===== config.mk =====
export PLATFORM = sky130hd
export DESIGN_NAME = spi_master_byte_shifter
export DESIGN_NICKNAME = d
export VERILOG_FILES = /design/src/sms_pkg.sv /design/src/sms_engine.sv /design/src/spi_master_byte_shifter.sv
export SDC_FILE = /design/constraint.sdc
export NUM_CORES = 1
export LEC_CHECK = 0
export ABC_AREA = 1
export BUFFER_PORTS_ARGS = -buffer_cell sky130_fd_sc_hd__buf_2
export CAP_MARGIN = 20
export CORE_ASPECT_RATIO = 0.6
export CORE_MARGIN = 4
export CORE_UTILIZATION = 50
export DETAILED_ROUTE_END_ITERATION = 7
export GPL_ROUTABILITY_DRIVEN = 0
export PLACE_DENSITY = 0.69
export SYNTH_ARGS = -nofsm -noshare
export SYNTH_HDL_FRONTEND = slang
export SYNTH_SLANG_ARGS = --single-unit
export TNS_END_PERCENT = 5

===== constraint.sdc =====
create_clock -name clock -period 4.8 [get_ports clock]
set_input_delay 0.96 -clock clock [delete_from_list [all_inputs] [get_ports clock]]
set_output_delay 0.96 -clock clock [all_outputs]
set_load 0.005 [all_outputs]

===== src/sms_pkg.sv =====
package sms_pkg;

   localparam int unsigned DIV_SEL_MAX = 6;

   typedef enum logic [1:0] {
      ACT_TICK  = 2'd0,
      ACT_WRITE = 2'd1,
      ACT_READ  = 2'd2,
      ACT_NOP   = 2'd3
   } action_type;

   typedef enum logic [1:0] {
      REG_CLOCK_MODE = 2'd0,
      REG_LSB_FIRST  = 2'd1,
      REG_DIVIDER    = 2'd2,
      REG_ENABLE     = 2'd3
   } reg_index_type;

   typedef struct packed {
      logic          miso;
      logic [7:0]    tx_byte;
      action_type    action;
   } item_type;

   typedef struct packed {
      logic          collision;
      logic          busy_res;
      logic          done_res;
      logic [7:0]    rx_byte;
      logic          mosi;
      logic          sck;
   } result_type;

   typedef struct packed {
      logic          we;
      reg_index_type index;
      logic [7:0]    data;
   } csr_write_type;

   function automatic logic out_bit(input logic [7:0] value, input logic lsb);
      out_bit = lsb ? value[0] : value[7];
   endfunction

endpackage


===== src/sms_engine.sv =====
module sms_engine (
   input  logic                  clock,
   input  logic                  reset,
   input  logic                  step,
   input  sms_pkg::item_type     item,
   input  sms_pkg::csr_write_type csr,
   output sms_pkg::result_type   result
);

   logic [1:0] mode_ff, mode_in;
   logic       lsb_ff, lsb_in;
   logic [2:0] div_ff, div_in;
   logic       enable_ff, enable_in;

   logic [7:0] shift_ff, shift_in;
   logic [2:0] bit_count_ff, bit_count_in;
   logic [6:0] half_count_ff, half_count_in;
   logic       clock_level_ff, clock_level_in;
   logic       busy_ff, busy_in;
   logic       done_ff, done_in;
   logic [7:0] received_ff, received_in;
   logic       mosi_ff, mosi_in;

   logic       polarity;
   logic       phase;
   logic [6:0] half;
   logic [6:0] half_sum;
   logic [3:0] bit_sum;
   logic [7:0] shifted;
   logic [7:0] shift_val;
   logic       coll;

   assign polarity = mode_ff[1];
   assign phase    = mode_ff[0];
   assign half     = 7'(1) << div_ff;
   assign half_sum = half_count_ff + 7'd1;
   assign bit_sum  = {1'b0, bit_count_ff} + 4'd1;
   assign shifted  = lsb_ff ? {item.miso, shift_ff[7:1]} : {shift_ff[6:0], item.miso};
   assign shift_val = phase ? shifted : shift_ff;

   always_comb begin
      mode_in        = mode_ff;
      lsb_in         = lsb_ff;
      div_in         = div_ff;
      enable_in      = enable_ff;
      shift_in       = shift_ff;
      bit_count_in   = bit_count_ff;
      half_count_in  = half_count_ff;
      clock_level_in = clock_level_ff;
      busy_in        = busy_ff;
      done_in        = done_ff;
      received_in    = received_ff;
      mosi_in        = mosi_ff;
      coll           = 1'b0;

      if (step) begin
         unique case (item.action)
            sms_pkg::ACT_TICK: begin
               if (busy_ff && enable_ff) begin
                  if (half_sum < half) begin
                     half_count_in = half_sum;
                  end else begin
                     half_count_in  = '0;
                     clock_level_in = ~clock_level_ff;
                     if (clock_level_ff == polarity) begin
                        if (phase) begin
                           mosi_in = sms_pkg::out_bit(shift_ff, lsb_ff);
                        end else begin
                           shift_in = shifted;
                        end
                     end else begin
                        shift_in = shift_val;
                        if (bit_sum[3]) begin
                           received_in    = shift_val;
                           done_in        = 1'b1;
                           busy_in        = 1'b0;
                           bit_count_in   = '0;
                           clock_level_in = polarity;
                        end else begin
                           bit_count_in = bit_sum[2:0];
                           if (!phase) begin
                              mosi_in = sms_pkg::out_bit(shift_val, lsb_ff);
                           end
                        end
                     end
                  end
               end
            end
            sms_pkg::ACT_WRITE: begin
               if (busy_ff) begin
                  coll = 1'b1;
               end else if (enable_ff) begin
                  shift_in       = item.tx_byte;
                  bit_count_in   = '0;
                  half_count_in  = '0;
                  clock_level_in = polarity;
                  busy_in        = 1'b1;
                  if (!phase) begin
                     mosi_in = sms_pkg::out_bit(item.tx_byte, lsb_ff);
                  end
               end
            end
            sms_pkg::ACT_READ: begin
               done_in = 1'b0;
            end
            default: begin
            end
         endcase
      end

      if (csr.we) begin
         unique case (csr.index)
            sms_pkg::REG_CLOCK_MODE: begin
               mode_in        = csr.data[1:0];
               busy_in        = 1'b0;
               bit_count_in   = '0;
               half_count_in  = '0;
               clock_level_in = csr.data[1];
            end
            sms_pkg::REG_LSB_FIRST: begin
               lsb_in = csr.data[0];
            end
            sms_pkg::REG_DIVIDER: begin
               div_in = (csr.data[2:0] > 3'(sms_pkg::DIV_SEL_MAX)) ?
                        3'(sms_pkg::DIV_SEL_MAX) : csr.data[2:0];
            end
            sms_pkg::REG_ENABLE: begin
               enable_in = csr.data[0];
               if (!csr.data[0]) begin
                  busy_in        = 1'b0;
                  bit_count_in   = '0;
                  half_count_in  = '0;
                  clock_level_in = polarity;
               end
            end
            default: begin
            end
         endcase
      end
   end

   always_ff @(posedge clock) begin
      if (reset) begin
         mode_ff        <= '0;
         lsb_ff         <= 1'b0;
         div_ff         <= 3'd2;
         enable_ff      <= 1'b0;
         shift_ff       <= '0;
         bit_count_ff   <= '0;
         half_count_ff  <= '0;
         clock_level_ff <= 1'b0;
         busy_ff        <= 1'b0;
         done_ff        <= 1'b0;
         received_ff    <= '0;
         mosi_ff        <= 1'b0;
      end else begin
         mode_ff        <= mode_in;
         lsb_ff         <= lsb_in;
         div_ff         <= div_in;
         enable_ff      <= enable_in;
         shift_ff       <= shift_in;
         bit_count_ff   <= bit_count_in;
         half_count_ff  <= half_count_in;
         clock_level_ff <= clock_level_in;
         busy_ff        <= busy_in;
         done_ff        <= done_in;
         received_ff    <= received_in;
         mosi_ff        <= mosi_in;
      end
   end

   always_comb begin
      result.sck       = clock_level_in;
      result.mosi      = mosi_in;
      result.rx_byte   = received_in;
      result.done_res  = done_in;
      result.busy_res  = busy_in;
      result.collision = coll;
   end

endmodule


===== src/spi_master_byte_shifter.sv =====
// rsp_tvalid rises once an accepted item has passed from the input register
// into the result register; a stalled output holds it in the input register.
// Throughput: 1 item per cycle while rsp_tready is high; the input register and
// engine state update in one pass; the result register lets a stalled output overlap.
// Reset: synchronous, active high; clears the engine state (divider_select to 2,
// others to 0) and empties both pipeline stages. csr writes are taken every cycle.
module spi_master_byte_shifter (
   input  logic        clock,
   input  logic        reset,
   input  logic        req_tvalid,
   output logic        req_tready,
   input  logic [15:0] req_tdata,   // tx_byte[7:0], miso[8], zero pad
   input  logic [1:0]  req_tuser,   // action[1:0]
   output logic        rsp_tvalid,
   input  logic        rsp_tready,
   output logic [15:0] rsp_tdata,   // sck[0], mosi[1], rx_byte[9:2], done_res[10],
                                    // busy_res[11], collision[12], zero pad
   input  logic        csr_valid,
   output logic        csr_ready,
   input  logic [1:0]  csr_index,
   input  logic [7:0]  csr_data
);

   logic                   in_valid_ff, in_valid_in;
   sms_pkg::item_type      item_ff, item_in;
   logic                   rsp_valid_ff, rsp_valid_in;
   sms_pkg::result_type    result_ff, result_in;
   sms_pkg::result_type    engine_result;
   sms_pkg::csr_write_type csr;
   logic                   advance;
   logic                   req_take;

   assign advance    = in_valid_ff && (!rsp_valid_ff || rsp_tready);
   assign req_tready = !in_valid_ff || advance;
   assign req_take   = req_tvalid && req_tready;
   assign csr_ready  = 1'b1;

   always_comb begin
      csr.we    = csr_valid;
      csr.index = sms_pkg::reg_index_type'(csr_index);
      csr.data  = csr_data;
   end

   sms_engine u_engine (
      .clock  (clock),
      .reset  (reset),
      .step   (advance),
      .item   (item_ff),
      .csr    (csr),
      .result (engine_result)
   );

   always_comb begin
      in_valid_in  = req_take || (in_valid_ff && !advance);
      rsp_valid_in = advance || (rsp_valid_ff && !rsp_tready);
      item_in      = item_ff;
      result_in    = result_ff;
      if (req_take) begin
         item_in.action  = sms_pkg::action_type'(req_tuser);
         item_in.tx_byte = req_tdata[7:0];
         item_in.miso    = req_tdata[8];
      end
      if (advance) begin
         result_in = engine_result;
      end
   end

   always_ff @(posedge clock) begin
      if (reset) begin
         in_valid_ff  <= 1'b0;
         rsp_valid_ff <= 1'b0;
      end else begin
         in_valid_ff  <= in_valid_in;
         rsp_valid_ff <= rsp_valid_in;
      end
      item_ff   <= item_in;
      result_ff <= result_in;
   end

   assign rsp_tvalid = rsp_valid_ff;
   assign rsp_tdata  = {3'b000, result_ff};

endmodule

==> impl_results.md, run 1 <==
- CTS H-tree depth: 3
- Worst endpoint required time: 5050 ps
- Post-route minimum period: 3022 ps
- Placed Area: 3581 sq um
- Crit-path cells: ha_1 -> nand2_1 -> nor2_1 -> nand3_1 -> xor2_1 -> inv_1 -> ha_1 -> nand2_1 -> o21a_1 -> nand2_4 -> nand2_8 -> nor2_8 -> nand3_2 -> inv_2 -> nand2_1 -> a21oi_1
- Reg2Reg Setup Slack: 1780 ps
- Nets: 499
- Maxcap violations: 0
- CP Buf/Inv Count: 2
- Met3 GRT Util: 0.06582
- Maximum vdd ir drop: 0.2210 mV
- Vias after detailed routing: 2940
- Reg2reg start: u_engine.half_count_ff[0]
- Endpoints failing hold: 0
- Status: finished, final reports clean
- Slowest CP cell: dfxtp_1
- Synthesized area: 3372 sq um
- Buffers on Ports: 35
- Power, Total: 1.331 mW
- Top Usage Layer GRT: met1
- Insertion delay to the later sink of the worst-skew pair: 330 ps
- Num rows: 22
- Largest net degree at the start of global routing: 25
- Number of flops mapped to enable cells by yosys: 24
- Slew HR: 0.5652
- YS warnings: 0
- CP peak stage delay: 420 ps
- Synth unique cells: 42
- M1 GR Usage: 0.3100
- Final non-filler cell area: 3871 sq um
- Vias per cell: 5.414
- Asr flop ratio synth: 0
- CP endpoint kind: flip-flop
- Commonest non-fill, non-tap cell in the layout: nand2_1
- Die Footprint: 8165 sq um
- DR DRC count: 0
- Most frequent cells in the layout: nand2_1 (101), a21oi_1 (48), inv_1 (41), dfxtp_1 (39), o21ai_0 (36)
- Die X: 114.0 um
- Fill count: 567
- Met2 usage: 0.2536
- CTS tree: done
- Worst Path Arrival: 3280 ps
- Postcts setup bufs: 0
- First-pass DRT Iterations: 5
- Setup_tns: 0 ps
- Routed WL: 7.672 mm
- Gr usage total: 0.1997
- Syn_area_per_cell: 8.048 sq um
- CP Launch Point: u_engine.half_count_ff[0]
- CP endpoint: u_engine.received_ff[1]
- Power Density: 343.9 nW/um^2
- Initial antenna violation count: 0
- FF-to-FF End: u_engine.received_ff[1]
- Clock Skews: 7.189 ps
- Worst-path maximum fanout: 11
- Share of cells above drive strength 1: 0.1634
- HP Class: flip-flop to flip-flop
- Root Driver: clkbuf_16
- # diodes: 0
- CP Depth: 16
- Lkg Pwr: 1.688 nW
- Total CTS buffers: 9
- RSZ-0062 raised after global routing: false
- Crit path max-delay family: simple AND/OR/NAND/NOR gates
- Ports: 52
- Global-route wire length before repair: 12.73 mm
- Period utilisation layout: 0.6295
- Hold-fix buffers at CTS: 0
- Critical path type: flip-flop to flip-flop
- Clk slew on worst S/H paths: 50 ps
- Antenna-violating nets left: 0
- Clock sinks: 63
- Post-DP HPWL: 5.603 mm
- Multi-input gate area: 1605 sq um
- Register bit count reported by yosys: 63
- Sequential-to-total area share from yosys stat: 0.4453
- Number of global-route vias before repair: 2613
- Worst-Margin Slew: 651.5 ps
- Peak Freq: 0.3310 GHz
- Total grt overflow: 0
- Synth Flop Type: dfxtp_1
- FF+latch area: 1501 sq um
- Max Root-Sink Buffers: 2
- Final Worst Setup Slack: 1778 ps
- Setup violators final: 0
- Initial core utilization: 0.5326
- Worst setup slack after placement: 1856 ps
- Post-CTS sizing: 0
- Die H: 71.61 um
- CP startpoint kind: flip-flop
- Hold path start: u_engine.received_ff[5]
- Synth-to-layout area growth: 14.81%
- CP most frequent cell: nand2_1
- Syn Inst Count: 419
- Worst r2r path cells: 16
- Slew Viols, Final: 0
- Core area: 6331 sq um
- Initial DRC Count: 316
- Per-cell routed wire length: 14.13 um
[per-layer routing]
| layer | wire length [um] | part of all wire |
|---|---|---|
| met5 | 0 | 0 |
| met4 | 144 | 0.019 |
| met3 | 727 | 0.095 |
| met2 | 2776 | 0.36 |
| met1 | 4025 | 0.52 |
[logic make-up after synthesis]
family	share of synthesized area
buf+inv	0.08090
flops	0.4453
xor+xnor	0.02078
fa+ha+maj	0.04453
other cells	0.002227
compound gates	0.1948
simple gates	0.2115
[registers in the layout, indices dropped and copies added, names as in the netlist, 2 cells and up]
register and count:
item_ff 11, rsp_tdata 13, u_engine.bit_count_ff 3, u_engine.div_ff 3
u_engine.half_count_ff 7, u_engine.mode_ff 2, u_engine.received_ff 8, u_engine.shift_ff 8
[cells in the mapped netlist (3+ instances only)]
cell | number | area (sq um)
a211oi_1 | 3 | 22.52
a21oi_1 | 48 | 240.2
buf_2 | 6 | 30.03
buf_4 | 5 | 37.54
dfxtp_1 | 39 | 780.8
edfxtp_1 | 24 | 720.7
ha_1 | 12 | 150.1
inv_1 | 41 | 153.9
inv_2 | 7 | 26.28
nand2_1 | 101 | 379.1
nand2_2 | 4 | 25.02
nand2_4 | 4 | 45.04
nand3_1 | 16 | 80.08
nor2_1 | 20 | 75.07
o211ai_1 | 3 | 22.52
o21a_1 | 8 | 60.06
o21ai_0 | 36 | 180.2
o21ai_1 | 6 | 30.03
o22ai_1 | 3 | 18.77
xor2_1 | 6 | 52.55
[cell type report]
cell class,count,area share
Timing Repair Buffer,36,0.04719
Multi-Input combinational cell,295,0.4147
Clock inverter,6,0.01584
Clock buffer,10,0.05915
Tap cell,84,0.02715
Inverter,49,0.04816
Sequential cell,63,0.3878
[worst reg2reg max path, cell delays in order (launching register included)]
cell     delay [ps]
dfxtp_1         420
ha_1            210
nand2_1          70
nor2_1          190
nand3_1         120
xor2_1          270
inv_1            80
ha_1            300
nand2_1          80
o21a_1          210
nand2_4         100
nand2_8         100
nor2_8          140
nand3_2         210
inv_2           190
nand2_1         110
a21oi_1         150
[how the worst min path moves through the flow]
stage,endpoint,slack [ps],depth (start not counted)
global placement,u_engine.received_ff[1],460,2
global route,u_engine.received_ff[0],490,2
floorplan,u_engine.received_ff[0],450,2
finish,u_engine.received_ff[5],470,2
detailed placement,u_engine.received_ff[5],470,2
CTS,u_engine.received_ff[5],470,2
[metrics by stage]
step	util	std cells	hold WS [ps]
after detailed placement	0.5656	527	465.7
after global placement	0.5656	527	459.0
after global routing	0.6115	543	493.2
final	0.6115	543	470.5
after CTS	0.6115	543	474.2
after floorplan	-	421	450.8
[power by group]
| part | switching, mW | internal, mW | leakage (nW) |
|---|---|---|---|
| Combinational | 0.0758 | 0.0388 | 1.01 |
| Clock | 0.229 | 0.399 | 0.142 |
| Sequential | 0.0139 | 0.574 | 0.540 |
Note: power is estimated with default switching activity, not from simulation.
==> run 2, diff against run 1 <==
--- a/config.mk
+++ b/config.mk
@@ -5,7 +5,7 @@
 export SDC_FILE = /design/constraint.sdc
 export NUM_CORES = 1
 export LEC_CHECK = 0
-export ABC_AREA = 1
+export ABC_AREA = 0
 export BUFFER_PORTS_ARGS = -buffer_cell sky130_fd_sc_hd__buf_2
 export CAP_MARGIN = 20
 export CORE_ASPECT_RATIO = 0.6
@@ -13,7 +13,7 @@
 export CORE_UTILIZATION = 50
 export DETAILED_ROUTE_END_ITERATION = 7
 export GPL_ROUTABILITY_DRIVEN = 0
-export PLACE_DENSITY = 0.69
+export PLACE_DENSITY = 0.68
 export SYNTH_ARGS = -nofsm -noshare
 export SYNTH_HDL_FRONTEND = slang
 export SYNTH_SLANG_ARGS = --single-unit
==> constraint.sdc (replaced) <==
create_clock -name clock -period 3.16 [get_ports clock]
set_input_delay 0.632 -clock clock [delete_from_list [all_inputs] [get_ports clock]]
set_output_delay 0.632 -clock clock [all_outputs]
set_load 0.005 [all_outputs]
==> run 2 against run 1 <==
Compared with the run above:
- flip-flop and latch count did not move
- critical path depth is 7 lower
- global-route usage up 1.1 points
- register-to-register slack worse by 1400 ps
- critical path type unchanged
==> impl_results.md, run 2 <==
- Peak Freq: 0.3539 GHz (+6.9%)
- Clock Skews: 9.287 ps (+2.099 ps)
- First-pass DRT Iterations: 5 (unchanged)
- Setup violators final: 0 (unchanged)
- Clk slew on worst S/H paths: 50 ps (about the same)
- Largest net degree at the start of global routing: 28 (+12%)
- Worst Path Arrival: 2930 ps (-350 ps)
- Synth Flop Type: dfxtp_1
- Endpoints failing hold: 0 (unchanged)
- Power Density: 503.4 nW/um^2 (+46%)
- CTS tree: done
- Routed WL: 8.092 mm (+5.5%)
- Slew Viols, Final: 0 (unchanged)
- FF-to-FF End: rsp_tdata[0]
- Vias per cell: 5.869 (+8.4%)
- CTS H-tree depth: 3 (unchanged)
- Reg2reg start: u_engine.half_count_ff[2]
- Sequential-to-total area share from yosys stat: 0.4315 (-0.01377)
- Core area: 6705 sq um (+5.9%)
- Period utilisation layout: 0.8943 (+0.2648)
- Asr flop ratio synth: 0 (unchanged)
- Hold path start: req_tdata[2]
- Post-route minimum period: 2826 ps (-195.7 ps)
- Cell taking the most area after synthesis: dfxtp_1
- Insertion delay to the later sink of the worst-skew pair: 330 ps (about the same)
- Worst-path maximum fanout: 23 (+12)
- Initial antenna violation count: 0 (unchanged)
- Die X: 115.7 um (+1.5%)
- Met2 usage: 0.2737 (+0.02015)
- Status: finished, final reports clean
- HP Class: input pin to flip-flop
- Worst endpoint required time: 3260 ps (-1790 ps)
- Synth top cells by count: nor2_1 (48), nand2_1 (41), dfxtp_1 (39)
- Register bit count reported by yosys: 63 (unchanged)
- Syn_area_per_cell: 9.254 sq um (+15%)
- Number of global-route vias before repair: 2671 (+2.2%)
- Synthesized area: 3480 sq um (+3.2%)
- Syn Inst Count: 376 (-10%)
- Hold-fix buffers at CTS: 0 (unchanged)
- Per-cell routed wire length: 16.25 um (+15%)
- Lkg Pwr: 1.528 nW (-9.5%)
- Reg2Reg Setup Slack: 330 ps (-1440 ps)
- Hold slack final: 469.4 ps (-1.170 ps)
- Die H: 72.62 um (+1.4%)
- Num rows: 23 (+4.5%)
- Worst r2r path cells: 9 (-7)
- Area share of the largest cell type after synthesis: 0.2244 (-0.007160)
- CP startpoint kind: flip-flop
- Top Usage Layer GRT: met1
- Inst Count DP: 482 (-8.5%)
- RSZ-0062 raised after global routing: false
- Top cells by area, synth: dfxtp_1 (22%), edfxtp_1 (21%), nor2_1 (5.2%)
- Post-DP HPWL: 5.784 mm (+3.2%)
- CP endpoint kind: flip-flop
- M1 GR Usage: 0.3330 (+0.02302)
- Setup_tns: 0 ps (unchanged)
- Initial core utilization: 0.5189 (-0.01367)
- Number of flip-flops under the largest register name: 13 (unchanged)
- Antenna-violating nets left: 0 (unchanged)
- Power, Total: 2.007 mW (+51%)
- # diodes: 0 (unchanged)
- Slew HR: 0.6040 (+0.03885)
- Nets: 451 (-9.6%)
- Met3 GRT Util: 0.06214 (-0.003685)
- Critical path type: flip-flop to flip-flop
- Number of flops mapped to enable cells by yosys: 24 (unchanged)
- Buffers on Ports: 35 (unchanged)
- Commonest non-fill, non-tap cell in the layout: nor2_1
- Maxcap violations: 0 (unchanged)
- Total CTS buffers: 9 (unchanged)
- Max Root-Sink Buffers: 2 (unchanged)
- Ports: 52 (unchanged)
- YS warnings: 0 (unchanged)
- Vias after detailed routing: 2923 (-0.58%)
- Most frequent cells in the layout: nor2_1 (48), nand2_1 (41), dfxtp_1 (39), buf_2 (35), edfxtp_1 (24)
- CP Launch Point: u_engine.half_count_ff[2]
- Non-filler instance count after layout: 498 (-8.3%)
- Worst hold path cell count: 1 (-1)
- Root Driver: clkbuf_16
- CP Buf/Inv Count: 0 (-2)
- Crit-path cells: nand3_1 -> nor2_1 -> xor2_1 -> ha_1 -> nand3_1 -> a31oi_1 -> a21o_4 -> xnor2_1 -> o31ai_1
- Maximum vdd ir drop: 0.3479 mV (+57%)
- Share of cells above drive strength 1: 0.2141 (+0.05071)
- Gr usage total: 0.2105 (+0.01076)
- Initial DRC Count: 204 (-35%)
- CP peak stage delay: 490 ps (+70 ps)
- DR DRC count: 0 (unchanged)
- Synth unique cells: 58 (+38%)
- Crit path max-delay family: compound AO/OA/AOI/OAI gates
- Total grt overflow: 0 (unchanged)
- Die Footprint: 8402 sq um (+2.9%)
- CP most frequent cell: nand3_1
- Slowest CP cell: dfxtp_1
- Fill count: 586 (+3.4%)
- Hold Crit Endpoint: item_ff[4]
- Worst-Margin Slew: 592.8 ps (-58.71 ps)
- Synth-to-layout area growth: 14.56%
- Global-route wire length before repair: 13.64 mm (+7.2%)
- Most numerous cell in the Yosys netlist: nor2_1
- Clock sinks: 63 (unchanged)
==> run 2: power by group <==
group | switching (mW) | leakage [nW] | internal, mW
Sequential | 0.0207 | 0.556 | 0.866
Combinational | 0.105 | 0.835 | 0.0632
Clock | 0.344 | 0.137 | 0.607
==> run 2: worst reg2reg max path: stages (launching register included) <==
cell	delay, ps
dfxtp_1	490
nand3_1	230
nor2_1	180
xor2_1	230
ha_1	210
nand3_1	90
a31oi_1	360
a21o_4	310
xnor2_1	140
o31ai_1	360
==> run 2: final cells by class <==
cell class / instances / area (sq um) / share of cell area
Multi-Input combinational cell: 282 / 1834 / 0.4601
Sequential cell: 63 / 1501 / 0.3766
Clock buffer: 12 / 236.5 / 0.05932
Timing Repair Buffer: 42 / 227.7 / 0.05712
Tap cell: 87 / 108.9 / 0.02731
Clock inverter: 4 / 47.55 / 0.01193
Inverter: 8 / 30.03 / 0.007533
==> run 2: worst max-delay path by stage <==
stage | to | cells after the start
final | rsp_tdata[0] | 9
after global placement | rsp_tdata[0] | 7
after global routing | rsp_tdata[0] | 7
after detailed placement | rsp_tdata[0] | 7
after CTS | rsp_tdata[0] | 7
after floorplan | rsp_tdata[10] | 11
==> run 2: metrics by stage <==
| stage | utilization | setup slack [ps] | area (sq um) |
|---|---|---|---|
| after detailed placement | 0.5512 | 247.2 | 3696 |
| final | 0.5945 | 334.1 | 3986 |
| after global routing | 0.5945 | 146.2 | 3986 |
| after global placement | 0.5512 | 374.7 | 3696 |
| after floorplan | - | 710.4 | 3487 |
| after CTS | 0.5936 | 244.7 | 3980 |
==> run 2: metal layers <==
metal	vias up	share of wire
met5	-	0
met4	0	0.0073
met3	8	0.084
met2	115	0.38
met1	1363	0.53
li1	1437	-
==> run 2: cell families (layout without fill, tap and decap cells) <==
kind of cell               count (synthesis)  after routing  share of synthesized area
xor gates and xnor gates                   9              9                    0.02481
AOI/OAI and AO/OA                         94             94                     0.2100
DFF                                       63             63                     0.4315
buffers and inverters                     33             66                    0.04531
other                                      2              4                   0.002158
adders and majority gates                 12             12                    0.04315
muxes                                     12             12                    0.03740
and+or+nand+nor                          151            151                     0.2057
==> run 2: what timing repair did <==
item / in CTS / in global routing
buffers inserted: 0 / 0
resized for setup: 0 / 1
setup endpoints to repair: 0 / 1
==> run 3, diff against run 2 <==
--- a/config.mk
+++ b/config.mk
@@ -16,5 +16,6 @@
 export PLACE_DENSITY = 0.68
 export SYNTH_ARGS = -nofsm -noshare
 export SYNTH_HDL_FRONTEND = slang
+export SYNTH_HIERARCHICAL = 1
 export SYNTH_SLANG_ARGS = --single-unit
 export TNS_END_PERCENT = 5
==> run 3 against run 2 <==
Compared with the run above:
- combinational power is 13% higher
- clock skew down 3.7 ps
- maximum frequency is 0.39% lower
- routed wire length grew 2.1%
- count of clock-buffer cells in the layout is 3 lower
- cell area grew 5.3%
- die area rose by 5.5%
- via count is 1.4% higher
- critical endpoint is now rsp_tdata[1]
- largest power group is now registers
==> impl_results.md, run 3 <==
- Status: finished, final reports clean
- Post-DP HPWL: 6.131 mm (+6.0%)
- Sequential-to-total area share from yosys stat: 0.4068 (-0.02472)
- CTS H-tree depth: 3 (unchanged)
- Setup violators final: 0 (unchanged)
- Most numerous cell in the Yosys netlist: nand2_1
- Per-cell routed wire length: 16.20 um (-0.29%)
- RSZ-0062 raised after global routing: false
- Gr usage total: 0.2016 (-0.008904)
- Area share of the largest cell type after synthesis: 0.2115 (-0.01285)
- Vias per cell: 5.814 (-0.95%)
- Fill count: 588 (+0.34%)
- Asr flop ratio synth: 0 (unchanged)
- Global-route wire length before repair: 13.83 mm (+1.4%)
- Number of flip-flops under the largest register name: 13 (unchanged)
- Top cells by area, synth: dfxtp_1 (21%), edfxtp_1 (20%), nand2_1 (5.4%)
- Initial DRC Count: 214 (+4.9%)
- DR DRC count: 0 (unchanged)
- Synth top cells by count: nand2_1 (53), dfxtp_1 (39), edfxtp_1 (24)
- CTS tree: done
- Ports: 52 (unchanged)
- Multi-input gate area: 2024 sq um (+10%)
- YS warnings: 6 (+6)
- First-pass DRT Iterations: 4 (-1)
- CP endpoint kind: flip-flop
- Synth Flop Type: dfxtp_1
- Share of cells above drive strength 1: 0.2577 (+0.04357)
- Worst-path maximum fanout: 6 (-74%)
- Initial core utilization: 0.5344 (+0.01548)
- Insertion delay to the later sink of the worst-skew pair: 330 ps (about the same)
- Routed WL: 8.263 mm (+2.1%)
- Number of flops mapped to enable cells by yosys: 24 (unchanged)
- Reg2Reg Setup Slack: 320 ps (about the same)
- Maxcap violations: 0 (unchanged)
- Post-Synth Simple-Gate Area: 0.1966 (-0.009071)
- Adder-cell area share of the yosys netlist: 0.04068 (-0.002472)
- Root Driver: clkbuf_16
- Buffers on Ports: 35 (unchanged)
- Die Footprint: 8865 sq um (+5.5%)
- CP startpoint kind: flip-flop
- Total grt overflow: 0 (unchanged)
- Reg2reg start: u_engine/half_count_ff[0]
- Register bit count reported by yosys: 63 (unchanged)
- Cell taking the most area after synthesis: dfxtp_1
- Die H: 74.55 um (+2.7%)
- Num rows: 23 (unchanged)
- Synth unique cells: 62 (+6.9%)
- Post-synthesis mux area share: 0.05492 (+0.01752)
- Synthesized area: 3691 sq um (+6.1%)
- Largest net degree at the start of global routing: 38 (+36%)
- Critical path type: flip-flop to flip-flop
- FF+latch area: 1501 sq um (unchanged)
- Core area: 6907 sq um (+3.0%)
- Die X: 118.9 um (+2.8%)
- Total CTS buffers: 9 (unchanged)
- Commonest non-fill, non-tap cell in the layout: nand2_1
- Max Root-Sink Buffers: 2 (unchanged)
- Slew HR: 0.5399 (-0.06416)
- Clk slew on worst S/H paths: 50 ps (about the same)
- Post-route minimum period: 2837 ps (+11.04 ps)
- Power Density: 464.7 nW/um^2 (-7.7%)
- HP Class: flip-flop to flip-flop
- Worst endpoint required time: 3200 ps (-60 ps)
- Peak Freq: 0.3525 GHz (-0.39%)
- Syn_area_per_cell: 9.587 sq um (+3.6%)
- Clock Skews: 5.562 ps (-3.725 ps)
- Syn Inst Count: 385 (+2.4%)
- Largest family of logic cells by synthesized area: compound AO/OA/AOI/OAI gates
- Period utilisation layout: 0.8978 (+0.003492)
- Antenna-violating nets left: 0 (unchanged)
- Endpoints failing hold: 0 (unchanged)
- Clock sinks: 63 (unchanged)
- Nets: 463 (+2.7%)
- Lkg Pwr: 1.603 nW (+4.9%)
- Most frequent cells in the layout: nand2_1 (53), dfxtp_1 (39), buf_2 (35), edfxtp_1 (24), a21oi_1 (20)
- Hold path start: u_engine/received_ff[3]
- Synth Area in Compound Gates: 0.2319 (+0.02187)
- Hold Crit Endpoint: u_engine/received_ff[3]
- Worst hold path cell count: 2 (+1)
- XOR/XNOR Fraction of Synth Area: 0.01898 (-0.005828)
- Setup_tns: 0 ps (unchanged)
- Initial antenna violation count: 0 (unchanged)
- Worst r2r path cells: 10 (+1)
- Vias after detailed routing: 2965 (+1.4%)
- Slew Viols, Final: 0 (unchanged)
- Hold slack final: 449.8 ps (-19.57 ps)
- Power, Total: 1.951 mW (-2.8%)
- Worst Path Arrival: 2880 ps (-50 ps)
- FF-to-FF End: rsp_tdata[1]
- # diodes: 0 (unchanged)
- Maximum vdd ir drop: 0.3560 mV (+2.3%)
- Synth-to-layout area growth: 13.76%
- Worst-Margin Slew: 687.0 ps (+94.18 ps)
- Number of global-route vias before repair: 2725 (+2.0%)
==> run 3: worst max-delay path by stage <==
| stage | start | to | slack, ps |
|---|---|---|---|
| global placement | u_engine/half_count_ff[0] | u_engine/half_count_ff[6] | 330 |
| floorplan | u_engine/half_count_ff[0] | rsp_tdata[0] | 570 |
| finish | u_engine/half_count_ff[0] | rsp_tdata[1] | 320 |
| global route | u_engine/half_count_ff[0] | u_engine/clock_level_ff | 20 |
| detailed placement | u_engine/half_count_ff[0] | u_engine/half_count_ff[6] | 220 |
| CTS | u_engine/half_count_ff[0] | u_engine/half_count_ff[6] | 180 |
==> run 3: timing repair <==
item / in CTS / in global routing
setup endpoints to repair: 0 / 1
gates resized for setup: 0 / 1
setup buffers: 0 / 0
hold buffers: 0 / 0
==> run 3: per-layer routing <==
metal  global-route usage  vias up  wire (um)
li1                     -     1485          -
met1               0.3114     1369       4485
met2               0.2667      101       3062
met3              0.05927       10        623
met4              0.05905        0         92
met5                    0        -          0
==> run 3: layout make-up <==
class                           instances  area share
Tap cell                               87     0.02592
Clock inverter                          7    0.009535
Sequential cell                        63      0.3576
Multi-Input combinational cell        288      0.4821
Timing Repair Buffer                   47     0.06317
Clock buffer                            9     0.05364
Inverter                                9    0.008045
==> run 3: power breakdown <==
group	switching (mW)	total (mW)	internal, mW
Clock	0.350	0.872	0.522
Combinational	0.114	0.189	0.0748
Sequential	0.0183	0.890	0.872
Total	0.483	1.95	1.47
==> run 3: through the flow <==
step | utilization | cells | setup slack [ps] | cell area (sq um)
final | 0.6080 | 510 | 323.1 | 4199
after global routing | 0.6080 | 510 | 22.58 | 4199
after CTS | 0.6072 | 510 | 175.8 | 4194
after detailed placement | 0.5688 | 494 | 219.6 | 3929
after global placement | 0.5688 | 494 | 329.2 | 3929
after floorplan | - | 387 | 572.9 | 3699
==> run 3: worst max-delay path: stages (launching register included) <==
cell and delay (ps):
dfxtp_1 460, ha_1 270, nand3_1 120, buf_4 170, xnor2_1 240, ha_1 220
a21o_1 170, a21o_1 320, nor4_1 90, a311oi_1 310, nand2_1 180
==> run 3: cells by family (layout without fill, tap and decap cells) <==
family	count (synthesis)	after routing
mux	20	20
fa+ha+maj	12	12
buf+inv	36	72
simple gates	137	137
flops	63	63
other cells	2	4
compound gates	107	107
xor+xnor	8	8
